$ cat src/hdl/assert_macros.svh
// ---------------------------------------------------------------------------
// Assertion macros
// Shared concurrent assertion forms, clocked on clk, disabled in reset.
// ---------------------------------------------------------------------------
`ifndef ASSERT_MACROS_SVH
`define ASSERT_MACROS_SVH

// Check a property at every rising edge outside reset
`define ASSERT_CLK(label, prop, msg) \
  label: assert property (@(posedge clk) disable iff (!rst_n) (prop)) else $error(msg);

// Check that a condition never holds outside reset
`define ASSERT_NEVER(label, cond, msg) \
  label: assert property (@(posedge clk) disable iff (!rst_n) !(cond)) else $error(msg);

`endif

$ cat src/hdl/nds_pkg.sv
// ---------------------------------------------------------------------------
// nds_pkg
// Types and constants shared by the NAL unit DQId scanner modules.
// ---------------------------------------------------------------------------
package nds_pkg;

  // Default layer table depth, entry 0 included
  localparam int TABLE_DEPTH_DEF = 8;

  // Field widths
  localparam int IDX_W  = 4;
  localparam int DQID_W = 7;
  localparam int NT_W   = 5;
  localparam int LEN_W  = 32;

  // NAL unit types that carry a scalable header extension
  localparam logic [NT_W-1:0] NAL_TYPE_PREFIX = 5'd14;
  localparam logic [NT_W-1:0] NAL_TYPE_EXT    = 5'd20;

  // Result kinds
  localparam logic KIND_ENTRY   = 1'b0;
  localparam logic KIND_SUMMARY = 1'b1;

  // Configuration register indexes
  localparam logic CFG_IDX_LEN_PREFIXED = 1'b0;
  localparam logic CFG_IDX_LEN_BYTES    = 1'b1;

  // Length prefix byte count limits and reset value
  localparam logic [2:0] LEN_BYTES_MIN = 3'd1;
  localparam logic [2:0] LEN_BYTES_MAX = 3'd4;
  localparam logic [2:0] LEN_BYTES_RST = 3'd4;

  // Parser phase
  typedef enum logic [1:0] {
    PH_SEEK   = 2'd0,
    PH_HEADER = 2'd1,
    PH_BODY   = 2'd2
  } phase_t;

  // One result item
  typedef struct packed {
    logic              kind;
    logic [IDX_W-1:0]  entry_index;
    logic [DQID_W-1:0] layer_dqid;
    logic [DQID_W-1:0] dqid_max;
    logic              run_last;
  } result_t;

  // Results caused by one accepted byte, entry first
  typedef struct packed {
    logic    entry_vld;
    result_t entry;
    logic    summ_vld;
    result_t summ;
  } push_t;

endpackage

$ cat src/hdl/svc_nal_dqid_scanner.sv
// ---------------------------------------------------------------------------
// svc_nal_dqid_scanner
// Scans access unit bytes for NAL units and reports the layer DQId table.
// ---------------------------------------------------------------------------
//  channel  dir  tdata                                   tuser  tlast
//  in_      in   [7:0] data_byte                         -      au_last
//  out_     out  [3:0] entry_index [10:4] layer_dqid     kind   run_last
//                [17:11] dqid_max, rest zero
//  cfg_     in   cfg_index 0 length_prefixed, 1 length_field_bytes
//
//  One byte is parsed per cycle while in_tready is high; its results land
//  in a three-slot queue on the next edge.
//  A byte causing a table entry and the summary fills two queue slots;
//  in_tready is low while two or more results wait.
//  Synchronous reset clears the parse state, length_prefixed to 0 and
//  length_field_bytes to 4. A stalled output holds its result.
// ---------------------------------------------------------------------------
module svc_nal_dqid_scanner #(
  parameter int TABLE_DEPTH = nds_pkg::TABLE_DEPTH_DEF
) (
  input  logic        clk,
  input  logic        rst_n,
  // configuration
  input  logic        cfg_wr_en,
  input  logic        cfg_index,
  input  logic [2:0]  cfg_wdata,
  // input bytes
  input  logic        in_tvalid,
  output logic        in_tready,
  input  logic [7:0]  in_tdata,    // [7:0] data_byte
  input  logic        in_tlast,
  // results
  output logic        out_tvalid,
  input  logic        out_tready,
  output logic [23:0] out_tdata,   // [3:0] entry_index, [10:4] layer_dqid, [17:11] dqid_max
  output logic [0:0]  out_tuser,   // [0] kind
  output logic        out_tlast
);

  logic             in_acc;
  nds_pkg::push_t   push;
  nds_pkg::result_t res;

  assign in_acc = in_tvalid && in_tready;

  // Parse bytes
  nds_parser #(
    .TABLE_DEPTH (TABLE_DEPTH)
  ) u_parser (
    .clk       (clk),
    .rst_n     (rst_n),
    .cfg_wr_en (cfg_wr_en),
    .cfg_index (cfg_index),
    .cfg_wdata (cfg_wdata),
    .in_acc    (in_acc),
    .in_byte   (in_tdata),
    .in_last   (in_tlast),
    .push      (push)
  );

  // Queue results
  nds_result_queue u_queue (
    .clk     (clk),
    .rst_n   (rst_n),
    .push    (push),
    .room    (in_tready),
    .out_vld (out_tvalid),
    .out_rdy (out_tready),
    .out_res (res)
  );

  // Pack result fields
  assign out_tdata = {6'd0, res.dqid_max, res.layer_dqid, res.entry_index};
  assign out_tuser = res.kind;
  assign out_tlast = res.run_last;

endmodule

$ cat src/hdl/nds_parser.sv
// ---------------------------------------------------------------------------
// nds_parser
// Per-byte NAL unit parser: delimiting, header decode, DQId tracking.
// ---------------------------------------------------------------------------
`include "assert_macros.svh"

module nds_parser #(
  parameter int TABLE_DEPTH = nds_pkg::TABLE_DEPTH_DEF
) (
  input  logic                clk,
  input  logic                rst_n,
  input  logic                cfg_wr_en,
  input  logic                cfg_index,
  input  logic [2:0]          cfg_wdata,
  input  logic                in_acc,
  input  logic [7:0]          in_byte,
  input  logic                in_last,
  output nds_pkg::push_t      push
);

  localparam int ENT_W = $clog2(TABLE_DEPTH + 1);

  logic                            len_pref_r;
  logic [2:0]                      len_bytes_r;
  logic [1:0]                      zero_run_r, zero_run_nxt;
  nds_pkg::phase_t                 phase_r, phase_nxt;
  logic [2:0]                      psn_r, psn_nxt;
  logic [nds_pkg::LEN_W-1:0]       nbl_r, nbl_nxt;
  logic [1:0]                      hpos_r, hpos_nxt;
  logic [nds_pkg::NT_W-1:0]        nal_type_r, nal_type_nxt;
  logic [nds_pkg::DQID_W-1:0]      max_dqid_r, max_dqid_nxt;
  logic [ENT_W-1:0]                entries_r, entries_nxt;

  logic [2:0]                      nb;
  logic [2:0]                      psn_inc;
  logic [nds_pkg::LEN_W-1:0]       nbl_shift;
  logic                            start_det;
  logic                            hdr_en;
  logic [nds_pkg::DQID_W-1:0]      dq;
  logic [31:0]                     ent_idx32, sum_idx32;

  // Configuration registers
  always_ff @(posedge clk) begin
    if (!rst_n) begin
      len_pref_r  <= 1'b0;
      len_bytes_r <= nds_pkg::LEN_BYTES_RST;
    end else if (cfg_wr_en) begin
      case (cfg_index)
        nds_pkg::CFG_IDX_LEN_PREFIXED: len_pref_r  <= cfg_wdata[0];
        nds_pkg::CFG_IDX_LEN_BYTES:    len_bytes_r <= cfg_wdata;
        default: ;
      endcase
    end
  end

  // Parse state
  always_ff @(posedge clk) begin
    if (!rst_n) begin
      zero_run_r <= 2'd0;
      phase_r    <= nds_pkg::PH_SEEK;
      psn_r      <= 3'd0;
      nbl_r      <= '0;
      hpos_r     <= 2'd0;
      nal_type_r <= '0;
      max_dqid_r <= '0;
      entries_r  <= ENT_W'(1);
    end else begin
      zero_run_r <= zero_run_nxt;
      phase_r    <= phase_nxt;
      psn_r      <= psn_nxt;
      nbl_r      <= nbl_nxt;
      hpos_r     <= hpos_nxt;
      nal_type_r <= nal_type_nxt;
      max_dqid_r <= max_dqid_nxt;
      entries_r  <= entries_nxt;
    end
  end

  // Clamp prefix width, detect start code, select header bytes
  always_comb begin
    if (len_bytes_r < nds_pkg::LEN_BYTES_MIN) begin
      nb = nds_pkg::LEN_BYTES_MIN;
    end else if (len_bytes_r > nds_pkg::LEN_BYTES_MAX) begin
      nb = nds_pkg::LEN_BYTES_MAX;
    end else begin
      nb = len_bytes_r;
    end
    psn_inc   = psn_r + 3'd1;
    nbl_shift = {nbl_r[nds_pkg::LEN_W-9:0], in_byte};
    start_det = (in_byte == 8'd1) && (zero_run_r >= 2'd2);
    hdr_en    = in_acc && (phase_r == nds_pkg::PH_HEADER) && (len_pref_r || !start_det);
    // Masks 0x70 and 0x0f do not overlap, so the sum is the low seven bits
    dq        = in_byte[6:0];
  end

  // Next state and results for one byte
  always_comb begin
    zero_run_nxt = zero_run_r;
    phase_nxt    = phase_r;
    psn_nxt      = psn_r;
    nbl_nxt      = nbl_r;
    hpos_nxt     = hpos_r;
    nal_type_nxt = nal_type_r;
    max_dqid_nxt = max_dqid_r;
    entries_nxt  = entries_r;
    ent_idx32    = 32'(entries_r);
    push         = '0;

    // Header byte decode
    if (hdr_en) begin
      case (hpos_r)
        2'd0: begin
          nal_type_nxt = in_byte[nds_pkg::NT_W-1:0];
          hpos_nxt     = 2'd1;
        end
        2'd1: begin
          hpos_nxt = 2'd2;
        end
        default: begin
          if ((nal_type_r == nds_pkg::NAL_TYPE_PREFIX) ||
              (nal_type_r == nds_pkg::NAL_TYPE_EXT)) begin
            if ((dq > max_dqid_r) && (entries_r < ENT_W'(TABLE_DEPTH))) begin
              max_dqid_nxt = dq;
              if (nal_type_r == nds_pkg::NAL_TYPE_EXT) begin
                push.entry_vld         = 1'b1;
                push.entry.kind        = nds_pkg::KIND_ENTRY;
                push.entry.entry_index = ent_idx32[nds_pkg::IDX_W-1:0];
                push.entry.layer_dqid  = dq;
                push.entry.dqid_max    = dq;
                push.entry.run_last    = !in_last;
                entries_nxt            = entries_r + ENT_W'(1);
              end
            end
          end
          phase_nxt = nds_pkg::PH_BODY;
        end
      endcase
    end

    // Unit delimiting
    if (in_acc) begin
      if (len_pref_r) begin
        if (phase_r == nds_pkg::PH_SEEK) begin
          nbl_nxt = nbl_shift;
          if (psn_inc >= nb) begin
            psn_nxt = 3'd0;
            if (nbl_shift != '0) begin
              phase_nxt = nds_pkg::PH_HEADER;
              hpos_nxt  = 2'd0;
            end
          end else begin
            psn_nxt = psn_inc;
          end
        end else if (nbl_r <= nds_pkg::LEN_W'(1)) begin
          nbl_nxt   = '0;
          phase_nxt = nds_pkg::PH_SEEK;
          psn_nxt   = 3'd0;
        end else begin
          nbl_nxt = nbl_r - nds_pkg::LEN_W'(1);
        end
      end else if (start_det) begin
        zero_run_nxt = 2'd0;
        phase_nxt    = nds_pkg::PH_HEADER;
        hpos_nxt     = 2'd0;
      end else if (in_byte == 8'd0) begin
        if (zero_run_r < 2'd2) begin
          zero_run_nxt = zero_run_r + 2'd1;
        end
      end else begin
        zero_run_nxt = 2'd0;
      end
    end

    // Emit summary and clear on the last byte
    sum_idx32 = 32'(entries_nxt);
    if (in_acc && in_last) begin
      push.summ_vld         = 1'b1;
      push.summ.kind        = nds_pkg::KIND_SUMMARY;
      push.summ.entry_index = sum_idx32[nds_pkg::IDX_W-1:0];
      push.summ.layer_dqid  = '0;
      push.summ.dqid_max    = max_dqid_nxt;
      push.summ.run_last    = 1'b1;
      zero_run_nxt = 2'd0;
      phase_nxt    = nds_pkg::PH_SEEK;
      psn_nxt      = 3'd0;
      nbl_nxt      = '0;
      hpos_nxt     = 2'd0;
      nal_type_nxt = '0;
      max_dqid_nxt = '0;
      entries_nxt  = ENT_W'(1);
    end
  end

  `ASSERT_CLK(a_entries_range, (entries_r >= ENT_W'(1)) && (entries_r <= ENT_W'(TABLE_DEPTH)), "entry count out of range")
  `ASSERT_CLK(a_clear_on_last, (in_acc && in_last) |=> ((entries_r == ENT_W'(1)) && (max_dqid_r == '0) && (phase_r == nds_pkg::PH_SEEK)), "state not cleared after last byte")
  `ASSERT_CLK(a_max_monotonic, (max_dqid_r < $past(max_dqid_r)) |-> $past(in_acc && in_last), "maximum fell inside an access unit")

endmodule

$ cat src/hdl/nds_result_queue.sv
// ---------------------------------------------------------------------------
// nds_result_queue
// Three-slot result register queue; takes up to two results per request.
// ---------------------------------------------------------------------------
`include "assert_macros.svh"

module nds_result_queue (
  input  logic             clk,
  input  logic             rst_n,
  input  nds_pkg::push_t   push,
  output logic             room,
  output logic             out_vld,
  input  logic             out_rdy,
  output nds_pkg::result_t out_res
);

  localparam int DEPTH = 3;
  localparam int PTR_W = $clog2(DEPTH);
  localparam int CNT_W = $clog2(DEPTH + 1);

  nds_pkg::result_t   slot_r [DEPTH];
  logic [PTR_W-1:0]   head_r, head_nxt;
  logic [CNT_W-1:0]   count_r, count_nxt;
  logic [PTR_W-1:0]   tail0, tail1;
  logic [PTR_W-1:0]   summ_pos;
  logic [PTR_W:0]     tail_sum;
  logic               pop;
  logic [CNT_W-1:0]   n_push;

  function automatic logic [PTR_W-1:0] ptr_inc(input logic [PTR_W-1:0] p);
    logic [PTR_W-1:0] r;
    begin
      r = (p == PTR_W'(DEPTH - 1)) ? '0 : p + PTR_W'(1);
      return r;
    end
  endfunction

  // Free slots are known from the registered count alone
  assign room    = (count_r <= CNT_W'(1));
  assign out_vld = (count_r != '0);
  assign out_res = slot_r[head_r];
  assign pop     = out_vld && out_rdy;

  // Locate write slots behind the head
  always_comb begin
    tail_sum = {1'b0, head_r} + (PTR_W + 1)'(count_r);
    if (tail_sum >= (PTR_W + 1)'(DEPTH)) begin
      tail_sum = tail_sum - (PTR_W + 1)'(DEPTH);
    end
    tail0    = tail_sum[PTR_W-1:0];
    tail1    = ptr_inc(tail0);
    summ_pos = push.entry_vld ? tail1 : tail0;
    n_push   = CNT_W'(push.entry_vld) + CNT_W'(push.summ_vld);
    head_nxt = pop ? ptr_inc(head_r) : head_r;
    count_nxt = count_r + n_push - CNT_W'(pop);
  end

  // Hold results
  always_ff @(posedge clk) begin
    if (push.entry_vld) begin
      slot_r[tail0] <= push.entry;
    end
    if (push.summ_vld) begin
      slot_r[summ_pos] <= push.summ;
    end
  end

  // Advance head and count
  always_ff @(posedge clk) begin
    if (!rst_n) begin
      head_r  <= '0;
      count_r <= '0;
    end else begin
      head_r  <= head_nxt;
      count_r <= count_nxt;
    end
  end

  `ASSERT_CLK(a_push_room, (push.entry_vld || push.summ_vld) |-> (count_r <= CNT_W'(1)), "request pushed without room for two results")
  `ASSERT_CLK(a_drain, (pop && (count_r == CNT_W'(1)) && !push.entry_vld && !push.summ_vld) |=> !out_vld, "queue not empty after last result taken")
  `ASSERT_NEVER(a_count_range, count_r > CNT_W'(DEPTH), "queue count beyond depth")

endmodule
$ cat config.mk
export PLATFORM = sky130hd
export DESIGN_NAME = svc_nal_dqid_scanner
export DESIGN_NICKNAME = d
export VERILOG_FILES = /design/src/hdl/nds_pkg.sv /design/src/hdl/svc_nal_dqid_scanner.sv /design/src/hdl/nds_parser.sv /design/src/hdl/nds_result_queue.sv
export VERILOG_INCLUDE_DIRS = /design/src /design/src/hdl
export SDC_FILE = /design/constraint.sdc
export NUM_CORES = 1
export LEC_CHECK = 0
export BUFFER_PORTS_ARGS = -buffer_cell sky130_fd_sc_hd__buf_4
export CORE_MARGIN = 2
export CORE_UTILIZATION = 30
export DETAILED_ROUTE_END_ITERATION = 8
export MAX_ROUTING_LAYER = met4
export PLACE_DENSITY_LB_ADDON = 0.3
export SETUP_SLACK_MARGIN = 0.15
export SKIP_CTS_REPAIR_TIMING = 1
export SYNTH_ARGS = -nofsm -noshare
export SYNTH_HDL_FRONTEND = slang
export SYNTH_SLANG_ARGS = --single-unit
export TNS_END_PERCENT = 20
$ cat constraint.sdc
create_clock -name clk -period 3.55 [get_ports clk]
set_clock_uncertainty 0.1 [all_clocks]
set_input_delay 0.355 -clock clk [delete_from_list [all_inputs] [get_ports clk]]
set_output_delay 0.355 -clock clk [all_outputs]
set_load 0.02 [all_outputs]
==> flow_summary_export.csv <==
group,metric,value,unit
routing,drt-vias-per-instance,5.29,
cells_and_area,drive_above_1_share,14.3,%
routing,firstDrtPassIters,6,
routing,num_vias,6216,
placed_design,place.gp.congestion,0.834,
floorplan,die_w,156,um
critical_path,path_common_cell,"inv_1",
global_routing,grt_first_pass_wirelength,30.7,mm
critical_path,rr_worst_depth,9,
synthesis,synth_most_common_cell,"nand2_1",
worst_hold_path,hp-class,"in -> reg",
critical_path,path_cells,"inv_1 -> fa_1 -> inv_1 -> ha_1 -> o31a_1 -> nand3b_2 -> a21o_1 -> nand2_1 -> buf_4",
placed_design,hpwl,13.6,mm
cts,insertion_delay,0.42,ns
global_routing,grt_pass1_vias,5880,
global_routing,grt_usage,16.4,%
floorplan,die_y,156,um
routing,routed_wirelength,18.8,mm
synthesis,async_flop_share,0,%
cts,clkTransAtPathRegs,0.06,ns
pwr,p_per_area,539,nW/um^2
synthesis,synth_flop_cell,"dfxtp_1",
timing,rsz0062_at_grt,"no",
pwr,max-vdd-ir-drop,281,uV
global_routing,grt_max_degree,41,
pwr,p_leak,2.94,nW
critical_path,cp_num_cells,9,
cts,clock_sinks,127,
critical_path,cp_top_family,"adder cells",
critical_path,critPathCaptureType,"flip-flop",
status,outcome,"complete, no violations",
timing,finalCritPeriodShare,88.3,%
synthesis,synth_top_area_share,25.4,%
cells_and_area,area_delta_synth_final,17.8,%
timing,setup_tns,0,ns
synthesis,ys_types,76,
placed_design,placed_cells,1144,
synthesis,synth-seq-area-share,42.2,%
critical_path,cp_slowest_stage_delay,0.60,ns
timing,setup_viol,0,
synthesis,synth_common_cells,"nand2_1 (132), dfxtp_1 (88), o21ai_0 (88)",
routing,drt_first_iter_violations,468,
synthesis,avgSynthCellArea,8.37,um^2
global_routing,antenna_found_initial,0,
floorplan,num_rows,55,
synthesis,ys_seq_elements,127,
critical_path,worstPathArrival,3.16,ns
critical_path,cp_slowest_cell,"fa_1",
cts,tritoncts,"built",
cts,root_buffer,"clkbuf_16",
critical_path,cp.required,3.57,ns
timing,finalHoldViolCount,0,
synthesis,syn_area,6950,um^2
critical_path,crit_fanout,13,
pwr,total_power,4.41,mW
critical_path,path_class,"reg -> reg",
critical_path,crit_path_start_kind,"flip-flop",
flow_run,maxCapViolCount,0,
cts,h-tree-depth,4,
timing,fmax,319,MHz
routing,wl_per_cell,16.0,um
cts,numCtsBuffers,17,
cells_and_area,finalInstanceArea,8180,um^2
floorplan,dieArea,24400,um^2
synthesis,synth_warnings,0,
floorplan,core_region_area,22700,um^2
routing,drc,0,
timing,maxSlewViolCount,0,
synthesis,yosysTopAreaCell,"dfxtp_1",
cells_and_area,final.fill_count,2353,
synthesis,synth_enable_flop_cells,39,
global_routing,grt.overflow.total,0,
worst_hold_path,hold_depth,2,
synthesis,synth_cells,830,
timing,tightest_slew,0.947,ns
placed_design,io_buffer_count,39,
timing,post-route-min-period,3.14,ns
timing,slew_headroom,36.8,%
synthesis,ys_top_cells_by_area,"dfxtp_1 (25%), edfxtp_1 (17%), nand2_1 (7.1%), o21ai_0 (6.3%), a21oi_1 (4.0%)",
cts,clockBufferDepth,2,
critical_path,path_buf_inv,3,
cells_and_area,diodes,0,
floorplan,boundaryPins,46,
floorplan,initial_core_util,30.6,%
placed_design,post_dp_cell_area,7620,um^2
cells_and_area,nNetsFinal,919,
cells_and_area,final_cells,1176,
routing,final_antenna_net_count,0,
==> per-layer routing <==
layer | GRT usage (%) | vias up | part of all wire, %
met2 | 25.8 | 157 | 45
met3 | 4.03 | 29 | 5.7
met4 | 5.20 | 0 | 1.5
met1 | 20.7 | 2929 | 48
li1 | - | 3101 | -
met5 | - | - | 0
==> cell families (layout without fill, tap and decap cells) <==
logic type | count (synthesis) | in the layout | share of synthesized area, %
AOI/OAI and AO/OA | 236 | 236 | 20.4
xor gates and xnor gates | 5 | 5 | 0.630
adders and majority gates | 24 | 24 | 4.50
buffers and inverters | 80 | 136 | 5.13
DFF | 127 | 127 | 42.2
muxes | 24 | 24 | 3.49
other | 1 | 6 | 0.0540
and+or+nand+nor | 333 | 333 | 23.6
==> state kept, by name (all words and copies together), names as in the netlist, named ones only <==
signal                flops
u_parser.nal_type_r       5
u_parser.entries_r        4
u_parser.len_pref_r       1
u_parser.psn_r            3
u_queue.slot_r           60
u_parser.phase_r          2
u_queue.count_r           2
u_parser.hpos_r           2
u_parser.len_bytes_r      3
u_queue.head_r            2
u_parser.nbl_r           32
u_parser.zero_run_r       2
u_parser.max_dqid_r       7
==> cells in the final DEF, fill, tap and decap left out, types with 5 or more instances in the layout <==
cell | Yosys | routed
a22oi_1 | 8 | 8
nor2b_1 | 6 | 6
or4_1 | 5 | 5
edfxtp_1 | 39 | 39
nor3_1 | 20 | 20
ha_1 | 21 | 21
conb_1 | 1 | 6
a21oi_1 | 55 | 55
buf_4 | 7 | 70
nand2_1 | 132 | 132
and2_1 | 6 | 6
a32oi_1 | 5 | 5
o211ai_1 | 8 | 8
a31oi_1 | 9 | 9
mux2i_1 | 22 | 22
nand2b_1 | 7 | 7
dfxtp_1 | 88 | 88
inv_1 | 31 | 31
clkbuf_16 | 0 | 18
nor4_1 | 10 | 10
a211oi_1 | 5 | 5
nand3_1 | 38 | 38
or3_1 | 7 | 7
o22ai_1 | 19 | 19
inv_6 | 0 | 5
nand4_1 | 7 | 7
nor2_1 | 59 | 58
o21ai_1 | 5 | 5
o21ai_0 | 88 | 88
==> path summary, 6_finish.rpt <==
check	startpoint	end	slack (ns)
worst min register to register	u_parser.nal_type_r[3]	u_parser.nal_type_r[3]	0.37
worst max-delay path	u_queue.count_r[1]	u_queue.slot_r[2][3]	0.41
worst min-delay path	rst_n	u_parser.len_bytes_r[2]	0.09
worst max register to register	u_queue.count_r[1]	u_queue.slot_r[2][3]	0.41
==> stage by stage <==
step	worst slack, ns	hold slack, ns	utilization, %
after floorplan	0.303	0.343	-
after global placement	0.487	0.356	33.6
after detailed placement	0.424	0.362	33.6
after CTS	0.406	0.0766	36.0
after global routing	0.164	0.0872	36.0
final	0.414	0.0877	36.0
==> power breakdown <==
group / internal, mW / leakage [nW] / switching, mW
combinational: 0.420 / 1.60 / 0.664
sequential: 1.61 / 1.07 / 0.0704
clock: 0.944 / 0.266 / 0.701
total: 2.98 / 2.94 / 1.44
==> area by class of cell <==
type	count	area, um^2	share of cell area (%)
multi-input combinational	628	3680	45.0
sequential	127	2930	35.8
timing repair buffer	70	526	6.42
clock buffer	19	454	5.55
tap	285	357	4.36
inverter	34	131	1.61
clock inverter	13	103	1.25
Note: power is estimated with default switching activity, not from simulation.
